**config.mk**
```make
export PLATFORM = sky130hd
export DESIGN_NAME = led_status_pattern_sequencer
export DESIGN_NICKNAME = d
export VERILOG_FILES = /design/src/rtl/lsps_pkg.sv /design/src/rtl/lsps_cfg.sv /design/src/rtl/lsps_in_stage.sv /design/src/rtl/lsps_core.sv /design/src/rtl/led_status_pattern_sequencer.sv
export VERILOG_INCLUDE_DIRS = /design/src /design/src/rtl
export SDC_FILE = /design/constraint.sdc
export NUM_CORES = 1
export LEC_CHECK = 0
export ABC_AREA = 1
export BUFFER_PORTS_ARGS = -buffer_cell sky130_fd_sc_hd__buf_4
export CAP_MARGIN = 20
export CELL_PAD_IN_SITES_DETAIL_PLACEMENT = 0
export CELL_PAD_IN_SITES_GLOBAL_PLACEMENT = 1
export CORE_MARGIN = 2
export CORE_UTILIZATION = 44
export CTS_CLUSTER_DIAMETER = 150
export CTS_CLUSTER_SIZE = 24
export DETAILED_ROUTE_END_ITERATION = 16
export GPL_TIMING_DRIVEN = 1
export PLACE_DENSITY_LB_ADDON = 0.1
export SYNTH_ARGS = -nofsm -noshare
export SYNTH_HDL_FRONTEND = slang
export SYNTH_SLANG_ARGS = --single-unit
```
**constraint.sdc**
```tcl
create_clock -name aclk -period 3.2 [get_ports aclk]
set_input_delay 0.64 -clock aclk [delete_from_list [all_inputs] [get_ports aclk]]
set_output_delay 0.64 -clock aclk [all_outputs]
set_load 0.02 [all_outputs]
```
**src/rtl/led_status_pattern_sequencer_macros.svh**
```systemverilog
// ----------------------------------------------------------------------------
// led status pattern sequencer assertion macros
// shared concurrent assertion wrappers on aclk / aresetn
// ----------------------------------------------------------------------------
`ifndef LED_STATUS_PATTERN_SEQUENCER_MACROS_SVH
`define LED_STATUS_PATTERN_SEQUENCER_MACROS_SVH

// checked only while out of reset
`define LSPS_ASSERT(name, prop, msg) \
    name: assert property (@(posedge aclk) disable iff (!aresetn) (prop)) else $error(msg);

// checked at every edge, reset included
`define LSPS_ASSERT_ALWAYS(name, prop, msg) \
    name: assert property (@(posedge aclk) (prop)) else $error(msg);

`endif

```
**src/rtl/lsps_pkg.sv**
```systemverilog
// ----------------------------------------------------------------------------
// lsps_pkg
// shared types, codes and timing constants of the status led sequencer
// ----------------------------------------------------------------------------
`timescale 1ns / 1ps

package lsps_pkg;

    localparam int DUTY_W = 13;
    localparam int MS_W   = 16;

    localparam logic [1:0] FUNC_TICK         = 2'd0;
    localparam logic [1:0] FUNC_REQUEST      = 2'd1;
    localparam logic [1:0] FUNC_FATAL        = 2'd2;
    localparam logic [1:0] FUNC_CLEAR_SEARCH = 2'd3;

    localparam logic [2:0] PAT_OFF    = 3'd0;
    localparam logic [2:0] PAT_BOOT   = 3'd1;
    localparam logic [2:0] PAT_IDLE   = 3'd2;
    localparam logic [2:0] PAT_SEARCH = 3'd3;
    localparam logic [2:0] PAT_CONN   = 3'd4;
    localparam logic [2:0] PAT_MAINT  = 3'd5;
    localparam logic [2:0] PAT_CODE   = 3'd6;

    localparam logic [1:0] PH_PENDING = 2'd0;
    localparam logic [1:0] PH_LIT     = 2'd1;
    localparam logic [1:0] PH_DARK    = 2'd2;
    localparam logic [1:0] PH_GAP     = 2'd3;

    localparam logic [2:0] CFG_ON_DUTY        = 3'd0;
    localparam logic [2:0] CFG_OFF_DUTY       = 3'd1;
    localparam logic [2:0] CFG_FADE_HIGH_DUTY = 3'd2;
    localparam logic [2:0] CFG_FADE_LOW_DUTY  = 3'd3;
    localparam logic [2:0] CFG_FADE_RAMP_MS   = 3'd4;
    localparam logic [2:0] CFG_FADE_HOLD_MS   = 3'd5;

    localparam logic [3:0] MAX_BLINKS = 4'd15;

    localparam logic [MS_W-1:0] BOOT_MS       = 16'd50;
    localparam logic [MS_W-1:0] IDLE_LIT_MS   = 16'd120;
    localparam logic [MS_W-1:0] IDLE_DARK_MS  = 16'd2880;
    localparam logic [MS_W-1:0] CONN_MS       = 16'd100;
    localparam logic [MS_W-1:0] MAINT_LIT_MS  = 16'd1500;
    localparam logic [MS_W-1:0] MAINT_DARK_MS = 16'd200;
    localparam logic [MS_W-1:0] BLINK_MS      = 16'd150;
    localparam logic [MS_W-1:0] GAP_MS        = 16'd2000;

    typedef struct packed {
        logic [DUTY_W-1:0] on_duty;
        logic [DUTY_W-1:0] off_duty;
        logic [DUTY_W-1:0] fade_high_duty;
        logic [DUTY_W-1:0] fade_low_duty;
        logic [MS_W-1:0]   fade_ramp_ms;
        logic [MS_W-1:0]   fade_hold_ms;
    } cfg_t;

    typedef struct packed {
        logic [1:0] func;
        logic [2:0] pattern;
        logic [3:0] blink_count;
    } item_t;

    typedef struct packed {
        logic              update;
        logic [DUTY_W-1:0] duty;
        logic [MS_W-1:0]   ramp_ms;
        logic              accepted;
        logic              fatal;
    } result_t;

    typedef struct packed {
        logic [2:0]      pattern;
        logic [3:0]      blinks;
        logic [1:0]      phase;
        logic [3:0]      blinks_left;
        logic [MS_W-1:0] wait_ms;
        logic            fatal;
    } seq_state_t;

    typedef struct packed {
        logic              update;
        logic [DUTY_W-1:0] duty;
        logic [MS_W-1:0]   ramp_ms;
    } cmd_t;

    typedef struct packed {
        seq_state_t st;
        cmd_t       cmd;
        logic       acc;
    } step_t;

    function automatic logic [MS_W-1:0] lit_ms(input logic [2:0] p);
        logic [MS_W-1:0] r;
        unique case (p)
            PAT_BOOT:  r = BOOT_MS;
            PAT_IDLE:  r = IDLE_LIT_MS;
            PAT_CONN:  r = CONN_MS;
            PAT_MAINT: r = MAINT_LIT_MS;
            default:   r = '0;
        endcase
        return r;
    endfunction

    function automatic logic [MS_W-1:0] dark_ms(input logic [2:0] p);
        logic [MS_W-1:0] r;
        unique case (p)
            PAT_BOOT:  r = BOOT_MS;
            PAT_IDLE:  r = IDLE_DARK_MS;
            PAT_CONN:  r = CONN_MS;
            PAT_MAINT: r = MAINT_DARK_MS;
            default:   r = '0;
        endcase
        return r;
    endfunction

endpackage

```
**src/rtl/lsps_cfg.sv**
```systemverilog
// ----------------------------------------------------------------------------
// lsps_cfg
// configuration register file written through the cfg channel
// ----------------------------------------------------------------------------
`timescale 1ns / 1ps

module lsps_cfg (
    input  logic                aclk,
    input  logic                aresetn,
    input  logic                cfg_valid,
    output logic                cfg_ready,
    input  logic [2:0]          cfg_index,
    input  logic [15:0]         cfg_data,
    output lsps_pkg::cfg_t      cfg
);

    lsps_pkg::cfg_t cfg_reg;
    lsps_pkg::cfg_t cfg_next;

    assign cfg_ready = 1'b1;
    assign cfg       = cfg_reg;

    always_comb begin
        cfg_next = cfg_reg;
        if (cfg_valid) begin
            unique case (cfg_index)
                lsps_pkg::CFG_ON_DUTY:        cfg_next.on_duty        = cfg_data[12:0];
                lsps_pkg::CFG_OFF_DUTY:       cfg_next.off_duty       = cfg_data[12:0];
                lsps_pkg::CFG_FADE_HIGH_DUTY: cfg_next.fade_high_duty = cfg_data[12:0];
                lsps_pkg::CFG_FADE_LOW_DUTY:  cfg_next.fade_low_duty  = cfg_data[12:0];
                lsps_pkg::CFG_FADE_RAMP_MS:   cfg_next.fade_ramp_ms   = cfg_data;
                lsps_pkg::CFG_FADE_HOLD_MS:   cfg_next.fade_hold_ms   = cfg_data;
                default:                      cfg_next = cfg_reg;
            endcase
        end
    end

    always_ff @(posedge aclk) begin
        if (!aresetn) begin
            cfg_reg.on_duty        <= 13'd8191;
            cfg_reg.off_duty       <= 13'd0;
            cfg_reg.fade_high_duty <= 13'd8191;
            cfg_reg.fade_low_duty  <= 13'd0;
            cfg_reg.fade_ramp_ms   <= 16'd1000;
            cfg_reg.fade_hold_ms   <= 16'd1000;
        end else begin
            cfg_reg <= cfg_next;
        end
    end

endmodule

```
**src/rtl/lsps_in_stage.sv**
```systemverilog
// ----------------------------------------------------------------------------
// lsps_in_stage
// input register stage with pass-through backpressure
// ----------------------------------------------------------------------------
`timescale 1ns / 1ps

module lsps_in_stage (
    input  logic            aclk,
    input  logic            aresetn,
    input  logic            in_valid,
    output logic            in_ready,
    input  lsps_pkg::item_t in_item,
    output logic            out_valid,
    input  logic            out_ready,
    output lsps_pkg::item_t out_item
);

    logic            valid_reg;
    logic            valid_next;
    lsps_pkg::item_t item_reg;
    logic            in_fire;

    assign in_ready   = !valid_reg || out_ready;
    assign in_fire    = in_valid && in_ready;
    assign valid_next = in_fire || (valid_reg && !out_ready);
    assign out_valid  = valid_reg;
    assign out_item   = item_reg;

    always_ff @(posedge aclk) begin
        if (!aresetn) begin
            valid_reg <= 1'b0;
        end else begin
            valid_reg <= valid_next;
        end
    end

    always_ff @(posedge aclk) begin
        if (in_fire) begin
            item_reg <= in_item;
        end
    end

endmodule

```
**src/rtl/lsps_core.sv**
```systemverilog
// ----------------------------------------------------------------------------
// lsps_core
// pattern state, per-item step logic and result register
// ----------------------------------------------------------------------------
`timescale 1ns / 1ps

`include "led_status_pattern_sequencer_macros.svh"

module lsps_core (
    input  logic              aclk,
    input  logic              aresetn,
    input  lsps_pkg::cfg_t    cfg,
    input  logic              in_valid,
    output logic              in_ready,
    input  lsps_pkg::item_t   in_item,
    output logic              out_valid,
    input  logic              out_ready,
    output lsps_pkg::result_t out_result
);

    lsps_pkg::seq_state_t state_reg;
    lsps_pkg::step_t      step;
    lsps_pkg::result_t    result_reg;
    lsps_pkg::result_t    result_next;
    logic                 m_valid_reg;
    logic                 m_valid_next;
    logic                 fire;

    function automatic lsps_pkg::step_t begin_cycle(input lsps_pkg::seq_state_t s,
                                                    input lsps_pkg::cfg_t c);
        lsps_pkg::step_t r;
        r            = '0;
        r.st         = s;
        r.acc        = 1'b0;
        r.cmd.update = 1'b1;
        if (s.pattern == lsps_pkg::PAT_SEARCH) begin
            r.cmd.duty    = c.fade_high_duty;
            r.cmd.ramp_ms = c.fade_ramp_ms;
            r.st.wait_ms  = c.fade_hold_ms;
            r.st.phase    = lsps_pkg::PH_LIT;
        end else if (s.pattern == lsps_pkg::PAT_CODE) begin
            if (s.blinks != 4'd0) begin
                r.cmd.duty       = c.on_duty;
                r.st.blinks_left = s.blinks - 4'd1;
                r.st.wait_ms     = lsps_pkg::BLINK_MS;
                r.st.phase       = lsps_pkg::PH_LIT;
            end else begin
                r.cmd.duty   = c.off_duty;
                r.st.wait_ms = lsps_pkg::GAP_MS;
                r.st.phase   = lsps_pkg::PH_GAP;
            end
        end else if (s.pattern == lsps_pkg::PAT_OFF || s.pattern > lsps_pkg::PAT_CODE) begin
            r.cmd.duty   = c.off_duty;
            r.st.wait_ms = '0;
            r.st.phase   = lsps_pkg::PH_PENDING;
        end else begin
            r.cmd.duty   = c.on_duty;
            r.st.wait_ms = lsps_pkg::lit_ms(s.pattern);
            r.st.phase   = lsps_pkg::PH_LIT;
        end
        return r;
    endfunction

    function automatic lsps_pkg::step_t advance(input lsps_pkg::seq_state_t s,
                                                input lsps_pkg::cfg_t c);
        lsps_pkg::step_t r;
        r            = '0;
        r.st         = s;
        r.cmd.update = 1'b1;
        if (s.pattern == lsps_pkg::PAT_CODE) begin
            if (s.phase == lsps_pkg::PH_LIT) begin
                r.cmd.duty   = c.off_duty;
                r.st.wait_ms = lsps_pkg::BLINK_MS;
                r.st.phase   = lsps_pkg::PH_DARK;
            end else if (s.phase == lsps_pkg::PH_DARK && s.blinks_left != 4'd0) begin
                r.st.blinks_left = s.blinks_left - 4'd1;
                r.cmd.duty       = c.on_duty;
                r.st.wait_ms     = lsps_pkg::BLINK_MS;
                r.st.phase       = lsps_pkg::PH_LIT;
            end else if (s.phase == lsps_pkg::PH_DARK) begin
                r.cmd.duty   = c.off_duty;
                r.st.wait_ms = lsps_pkg::GAP_MS;
                r.st.phase   = lsps_pkg::PH_GAP;
            end else begin
                r = begin_cycle(s, c);
            end
        end else if (s.phase == lsps_pkg::PH_LIT) begin
            if (s.pattern == lsps_pkg::PAT_SEARCH) begin
                r.cmd.duty    = c.fade_low_duty;
                r.cmd.ramp_ms = c.fade_ramp_ms;
                r.st.wait_ms  = c.fade_hold_ms;
            end else begin
                r.cmd.duty   = c.off_duty;
                r.st.wait_ms = lsps_pkg::dark_ms(s.pattern);
            end
            r.st.phase = lsps_pkg::PH_DARK;
        end else begin
            r = begin_cycle(s, c);
        end
        return r;
    endfunction

    function automatic lsps_pkg::step_t request(input lsps_pkg::seq_state_t s,
                                                input lsps_pkg::cfg_t c,
                                                input logic [2:0] pat,
                                                input logic [3:0] count);
        lsps_pkg::step_t      r;
        lsps_pkg::seq_state_t ns;
        logic [3:0]           n;
        logic                 reject;
        r      = '0;
        r.st   = s;
        ns     = s;
        n      = 4'd0;
        reject = 1'b0;
        if (s.fatal || pat > lsps_pkg::PAT_CODE) begin
            reject = 1'b1;
        end
        if (pat == lsps_pkg::PAT_IDLE && s.pattern != lsps_pkg::PAT_OFF &&
            s.pattern != lsps_pkg::PAT_IDLE && s.pattern != lsps_pkg::PAT_BOOT) begin
            reject = 1'b1;
        end
        if (s.pattern == lsps_pkg::PAT_MAINT && pat != lsps_pkg::PAT_MAINT &&
            pat != lsps_pkg::PAT_OFF) begin
            reject = 1'b1;
        end
        if (pat == lsps_pkg::PAT_CODE) begin
            n = (count > lsps_pkg::MAX_BLINKS) ? lsps_pkg::MAX_BLINKS : count;
        end
        if (pat == s.pattern && n == s.blinks) begin
            reject = 1'b1;
        end
        if (!reject) begin
            ns.pattern     = pat;
            ns.blinks      = n;
            ns.blinks_left = 4'd0;
            r              = begin_cycle(ns, c);
            r.acc          = 1'b1;
        end
        return r;
    endfunction

    assign fire         = in_valid && in_ready;
    assign in_ready     = !m_valid_reg || out_ready;
    assign m_valid_next = fire || (m_valid_reg && !out_ready);
    assign out_valid    = m_valid_reg;
    assign out_result   = result_reg;

    always_comb begin
        step    = '0;
        step.st = state_reg;
        unique case (in_item.func)
            lsps_pkg::FUNC_TICK: begin
                if (!state_reg.fatal && state_reg.pattern != lsps_pkg::PAT_OFF) begin
                    if (state_reg.phase == lsps_pkg::PH_PENDING) begin
                        step = begin_cycle(state_reg, cfg);
                    end else if (state_reg.wait_ms > 16'd1) begin
                        step.st.wait_ms = state_reg.wait_ms - 16'd1;
                    end else begin
                        step = advance(state_reg, cfg);
                    end
                end
            end
            lsps_pkg::FUNC_REQUEST: begin
                step = request(state_reg, cfg, in_item.pattern, in_item.blink_count);
            end
            lsps_pkg::FUNC_FATAL: begin
                step.st.fatal    = 1'b1;
                step.cmd.update  = 1'b1;
                step.cmd.duty    = cfg.on_duty;
                step.cmd.ramp_ms = '0;
            end
            lsps_pkg::FUNC_CLEAR_SEARCH: begin
                if (!state_reg.fatal && state_reg.pattern == lsps_pkg::PAT_SEARCH) begin
                    step = request(state_reg, cfg, lsps_pkg::PAT_OFF, 4'd0);
                end
            end
            default: step.st = state_reg;
        endcase
    end

    always_comb begin
        result_next.update   = step.cmd.update;
        result_next.duty     = step.cmd.update ? step.cmd.duty : '0;
        result_next.ramp_ms  = step.cmd.update ? step.cmd.ramp_ms : '0;
        result_next.accepted = step.acc;
        result_next.fatal    = step.st.fatal;
    end

    always_ff @(posedge aclk) begin
        if (!aresetn) begin
            state_reg.pattern     <= lsps_pkg::PAT_BOOT;
            state_reg.blinks      <= 4'd0;
            state_reg.phase       <= lsps_pkg::PH_PENDING;
            state_reg.blinks_left <= 4'd0;
            state_reg.wait_ms     <= '0;
            state_reg.fatal       <= 1'b0;
            m_valid_reg           <= 1'b0;
        end else begin
            if (fire) begin
                state_reg <= step.st;
            end
            m_valid_reg <= m_valid_next;
        end
    end

    always_ff @(posedge aclk) begin
        if (fire) begin
            result_reg <= result_next;
        end
    end

    `LSPS_ASSERT(a_fatal_sticky, state_reg.fatal |=> state_reg.fatal, "fatal latch dropped")
    `LSPS_ASSERT(a_accept_has_cmd, (m_valid_reg && result_reg.accepted) |-> result_reg.update,
        "accepted change without a duty command")
    `LSPS_ASSERT(a_idle_fields_zero,
        (m_valid_reg && !result_reg.update) |-> (result_reg.duty == '0 && result_reg.ramp_ms == '0),
        "idle result carries duty or ramp")
    `LSPS_ASSERT(a_pending_no_wait,
        (state_reg.phase == lsps_pkg::PH_PENDING) |-> (state_reg.wait_ms == '0),
        "pending phase with a running wait")
    `LSPS_ASSERT(a_pattern_legal, state_reg.pattern <= lsps_pkg::PAT_CODE,
        "current pattern outside the defined set")

endmodule

```
**src/rtl/led_status_pattern_sequencer.sv**
```systemverilog
// ----------------------------------------------------------------------------
// led_status_pattern_sequencer
// status led pattern sequencer driven by millisecond ticks and events
// an input transfer is registered in lsps_in_stage, then in the lsps_core result register
// throughput: one item per cycle unless stalled, as lsps_core updates its state per item
// backpressure on m_tready stalls both register stages in place
// reset: synchronous, active low; pattern boot with first command pending, registers
// back to their defaults, fatal latch clear, no result pending
// ----------------------------------------------------------------------------
`timescale 1ns / 1ps

module led_status_pattern_sequencer (
    input  logic        aclk,
    input  logic        aresetn,
    input  logic        s_tvalid,
    output logic        s_tready,
    input  logic [7:0]  s_tdata,   // pattern[2:0], blink_count[6:3], zero pad
    input  logic [1:0]  s_tuser,   // func[1:0]
    output logic        m_tvalid,
    input  logic        m_tready,
    output logic [31:0] m_tdata,   // update[0], duty[13:1], ramp_ms[29:14],
                                   // accepted[30], fatal[31]
    input  logic        cfg_valid,
    output logic        cfg_ready,
    input  logic [2:0]  cfg_index,
    input  logic [15:0] cfg_data
);

    lsps_pkg::cfg_t    cfg;
    lsps_pkg::item_t   s_item;
    lsps_pkg::item_t   stage_item;
    lsps_pkg::result_t result;
    logic              stage_valid;
    logic              stage_ready;

    assign s_item.func        = s_tuser;
    assign s_item.pattern     = s_tdata[2:0];
    assign s_item.blink_count = s_tdata[6:3];

    assign m_tdata = {result.fatal, result.accepted, result.ramp_ms, result.duty, result.update};

    lsps_cfg u_cfg (
        .aclk      (aclk),
        .aresetn   (aresetn),
        .cfg_valid (cfg_valid),
        .cfg_ready (cfg_ready),
        .cfg_index (cfg_index),
        .cfg_data  (cfg_data),
        .cfg       (cfg)
    );

    lsps_in_stage u_in_stage (
        .aclk      (aclk),
        .aresetn   (aresetn),
        .in_valid  (s_tvalid),
        .in_ready  (s_tready),
        .in_item   (s_item),
        .out_valid (stage_valid),
        .out_ready (stage_ready),
        .out_item  (stage_item)
    );

    lsps_core u_core (
        .aclk       (aclk),
        .aresetn    (aresetn),
        .cfg        (cfg),
        .in_valid   (stage_valid),
        .in_ready   (stage_ready),
        .in_item    (stage_item),
        .out_valid  (m_tvalid),
        .out_ready  (m_tready),
        .out_result (result)
    );

endmodule
```
# Word-level counts from Yosys, hierarchy flattened

Cells that the tools add are included.

Register bits after elaboration: 157
Input bits: 34
Word-level logic and storage cells: 201

Add/sub/neg operators: 4
Order comparisons: 4
Equality and inequality tests: 37
Muxes and demuxes: 84
Bitwise logic cells: 1
Reductions and logical operators: 49

Operators with widths:

| operator              | number |
|---|---|
| $mux 61               | 5 |
| $mux 16               | 13 |
| $mux 13               | 15 |
| $pmux 31 s4           | 1 |
| $pmux 11 s4           | 2 |
| $pmux 29 s3           | 1 |
| $mux 54               | 1 |
| $mux 17               | 3 |
| $mux 4                | 12 |
| $pmux 12 s4           | 1 |
| $mux 11               | 4 |
| $mux 32               | 1 |
| $mux 29               | 1 |
| $eq 3x3->1 const B    | 8 |
| $mux 2                | 11 |
| $mux 22               | 1 |
| $eq 3x2->1 const B    | 6 |
| $gt 16x1->1 const B   | 1 |
| $sub 16x1->16 const B | 1 |
| $logic_and 1x1->1     | 14 |
| $reduce_and 12->1     | 1 |
| $reduce_and 2->1      | 6 |
| $reduce_and 6->1      | 2 |
| $reduce_bool 4->1     | 3 |
| 25 further kinds      | 65 |

# Longest topological paths before layout

Word-level depth: 11
Depth in mapped cells: 17
Depth with buffers taken out: 15

# Modules after synthesis

A second synthesis with hierarchy kept.

Cells, all modules: 1649
Area total of the unflattened synthesis: 10432.5 µm²

Modules (own cells, without submodules):

| module        | times used | cells each | area an instance (µm²) | seq. area each (µm²) |
|---|---|---|---|---|
| lsps_core     | 1          | 1182       | 6825.3                 | 1581.5 |
| lsps_cfg      | 1          | 451        | 3285.7                 | 1681.6 |
| lsps_in_stage | 1          | 16         | 321.6                  | 290.3 |

# Worst setup path before layout

No wires, ideal clock.

Path type: input port to flip-flop
From: in m_tready
To: reg u_core.state_reg[10] (netlist bit)
Arrival time: 2.321 ns
Required time: 3.089 ns
Slack: 0.768 ns
Cell stages on the path: 9
Cells stage by stage: inv_1 -> nand2_1 -> nand2_1 -> clkinv_1 -> nand3_2 -> buf_4 -> nand2_1 -> nand2_1 -> nor2_1

Word-level cells in the longest chain between the ends: 3

Ends and longest elaborated chain:

| what                              | line                               | RTL |
|---|---|---|
| start: declaration                | led_status_pattern_sequencer.sv:20 | `input logic m_tready,` |
| $logic_or 1x1->1                  | lsps_core.sv:144                   | `assign in_ready = !m_valid_reg \|\| out_ready;` |
| $logic_and 1x1->1                 | lsps_core.sv:143                   | `assign fire = in_valid && in_ready;` |
| net u_core.fire                   | lsps_core.sv:27                    | `logic fire;` |
| $reduce_and 6->1 (no source line) | -                                  |  |
| end signal: assignment            | lsps_core.sv:201                   | `state_reg <= step.st;` |
| end: declaration                  | lsps_core.sv:21                    | `lsps_pkg::seq_state_t state_reg;` |

The timed path passes the listed nets, and every way through them passes these cells.
A chain may end at the register's enable or synchronous reset.

# Final worst setup path

From: reg u_core.state_reg[23] (netlist bit)
To: reg u_core.result_reg (netlist bit u_core.out_result[21]) (data pin)

Word-level cells in the longest chain between the ends: 11

Ends and longest elaborated chain:

| what                   | line             | RTL |
|---|---|---|
| $reduce_bool 4->1      | lsps_core.sv:42  | `if (s.blinks != 4'd0) begin` |
| $mux 13                | lsps_core.sv:42  |  |
| $mux 13                | lsps_core.sv:36  | `if (s.pattern == lsps_pkg::PAT_SEARCH) begin` |
| $mux 13                | lsps_core.sv:80  | `end else if (s.phase == lsps_pkg::PH_DARK) begin` |
| $mux 13                | lsps_core.sv:75  | `end else if (s.phase == lsps_pkg::PH_DARK && s.blinks_left != 4'd0) begin` |
| $mux 13                | lsps_core.sv:71  | `if (s.phase == lsps_pkg::PH_LIT) begin` |
| $mux 54                | lsps_core.sv:70  | `if (s.pattern == lsps_pkg::PAT_CODE) begin` |
| $mux 32                | lsps_core.sv:157 | `end else if (state_reg.wait_ms > 16'd1) begin` |
| $mux 61                | lsps_core.sv:155 | `if (state_reg.phase == lsps_pkg::PH_PENDING) begin` |
| $mux 61                | lsps_core.sv:154 | `if (!state_reg.fatal && state_reg.pattern != lsps_pkg::PAT_OFF) begin` |
| $pmux 31 s4 (*)        | lsps_core.sv:152 | `unique case (in_item.func)` |
| end signal: assignment | lsps_core.sv:209 | `result_reg <= result_next;` |
| end: declaration       | lsps_core.sv:23  | `lsps_pkg::result_t result_reg;` |

Mark *: on every way between the ends. The rest lies on a longest branch, timed or not. The select of a mux whose other input is x is not followed.

==> run summary <==
Inserted Clock Buffers - 17
Crit path cell chain - inv_1 -> ha_1 -> nand3_1 -> buf_4 -> nand2_1 -> o21ai_0 -> o211ai_1 -> nand2_1 -> nand2_1 -> nand3_1 -> nand3_1 -> nand3b_1
Post-synthesis xor/xnor area fraction - 1.24%
WL final - 33,500 um
Worst IR Drop VDD - 0.277 mV
CP max stage delay - 0.53 ns
N_diodes - 0
PortBufs - 66
DRC - 0
Max-Slew Margin vs Limit - 38.3%
Crit path arrival time - 2.79 ns
HP Class - in -> reg
Cts hold-fix bufs - 0
Vias - 10,300
Critical Path Fanout Max - 15
Wire length of the first global-routing pass - 53,000 um
WHS - 0.367 ns
Post-Synth Adder-Cell Area - 1.01%
DP Cell Count - 1,827
Rows - 54
Status - finished clean
Mux contribution to synthesized area - 0%
Longest Clk Path Bufs - 2
Dpl hpwl - 23,000 um
Layout cells sized above 1 - 11.9%
Antenna violations before repair - 1
Largest register FFs - 84
Fin crit share - 82.3%
GRT overflow - 0
DIE HEIGHT - 154 um
WP data required - 3.36 ns
Yosys reg bits - 157
Footprint of the multi-input gates - 5390 um2
YS warnings - 0
Synthesized cell area - 9880 um2
Drt initial violations - 931
Post-Synth Simple-Gate Area - 33.3%
Setup crit end kind - register
Ys async rst share - 0%
CORE AREA - 22,000 um2
Vias in the first global route - 9,515
Yosys top cell area share - 23.5%
Clock Skew - 0.0146 ns
H-tree Lvls - 4
CTS Sinks - 157
Top-count cell post-synth - nand2_1
Clock period minus worst slack - 2.64 ns
Total GRT Usage - 28.7%
Post-synth EDFFs - 41
Final Hold Fails - 0
Synth cell count leaders - nand2_1, nor2_1, inv_1
Final setup violation count - 0
Die area - 23,700 um2
Ranking of synthesized cells by area - dfxtp_1, nand2_1, edfxtp_1, nor2_1, o21ai_0
Post-route insts no fill - 1,859
Top-Level Pins - 69
Post-synth top flop - dfxtp_1
Seq/Total Area, Yosys - 36.0%
Final net count - 1,608
Peak Freq - 0.379 GHz
Tightest Pin Transition - 0.924 ns
FF+latch area - 3550 um2
Final Max Slew Viols - 0
Reg clk slew, reported paths - 0.07 ns
Setup TNS - 0 ns
Root Driver - clkbuf_16
Gp weighted congestion - 0.922
Netlist cell types - 43
Area growth from synthesis to layout - 14.2%
Routed wire per std cell - 18.0 um
Max-cap violations - 0
Synth Area in Compound Gates - 19.0%
Resized cells post-CTS - 0
Fill cells - 2,247
Setup bufs post-CTS - 0
Post-Syn Instances - 1,521
CTS tree - done
Largest family of logic cells by synthesized area - simple AND/OR/NAND/NOR gates
WS Path Type - reg -> reg
CP max-delay cell - nand3_1
RSZ-0062 raised after global routing - no
Die Wd - 154 um
Post-DRT Antenna Nets - 0
Clk Latency, worst-skew pair - 0.45 ns
Power Dens Cells - 474 nW/um2
Initial DRT Pass Iterations - 7
Syn avg cell area - 6.50 um2
Pleak - 5.06 nW
Yosys top cell by area - dfxtp_1
Critical path launch point type - register
Syn nets - 1,563
Via density - 5.54
Largest net degree at the start of global routing - 46
Starting Density - 45.0%
## cell type report
type,count,share of cell area (%)
Inverter,155,5.16
Clock inverter,15,1.72
Clock buffer,17,3.77
Timing Repair Buffer,103,6.96
Sequential cell,157,31.5
Tap cell,280,3.10
Multi-Input combinational cell,1132,47.8
## routing by layer
layer,GRT usage [%],part of all wire (%),up-vias
met4,9.61,2.6,0
met3,3.75,7.0,64
met1,39.5,45,4706
li1,-,-,5100
met5,0,0,-
met2,46.9,46,424
## metrics by stage
step	util [%]	setup WS (ns)	cell area, um2	power (mW)
floorplan	-	0.768	9880	2.93
CTS	51.4	0.606	11300	5.38
global route	51.4	0.316	11300	5.60
finish	51.4	0.565	11300	5.35
detailed placement	48.6	0.619	10700	3.28
global placement	48.6	0.695	10700	3.28
## kinds of logic (layout without fill, tap and decap cells)
| logic type | after synthesis | in the layout |
|---|---|---|
| compound gates | 338 | 338 |
| xor+xnor | 14 | 14 |
| buf+inv | 232 | 290 |
| simple gates | 771 | 771 |
| flops | 157 | 157 |
| other cells | 1 | 1 |
| fa+ha+maj | 8 | 8 |
## power by group
part	total [mW]	switching, mW	internal (mW)	leakage [nW]
logic	1.06	0.718	0.341	3.42
registers	2.19	0.0653	2.13	1.34
clock network	2.10	1.03	1.07	0.299
total	5.35	1.82	3.54	5.06
## cell usage in the layout, fill, tap and decap left out, types with 14 or more instances in the layout
cell / instances
dfxtp_1: 116
nand3_1: 98
a21oi_1: 99
nor2_1: 203
o21ai_0: 131
inv_1: 141
edfxtp_1: 41
o211ai_1: 53
o21ai_1: 28
nand4_1: 14
clkbuf_16: 17
nand2_1: 398
buf_4: 102
## worst paths after layout
kind	endpoint	depth (start not counted)	slack, ns	startpoint
worst max register to register	u_core.out_result[21]	12	0.56	u_core.state_reg[23]
worst max-delay path	u_core.out_result[21]	12	0.56	u_core.state_reg[23]
worst min register to register	u_cfg.cfg[16]	2	0.46	u_cfg.cfg[16]
worst min-delay path	u_in_stage.out_item[7]	1	0.37	s_tuser[0]
## critical path: cells and delay by family (launching register included)
family / cells / cell delay (ns)
fa+ha+maj: 1 / 0.18
simple gates: 7 / 0.99
compound gates: 2 / 0.26
flops: 1 / 0.33
buf+inv: 2 / 0.58
(Power assumes the default switching activity.)
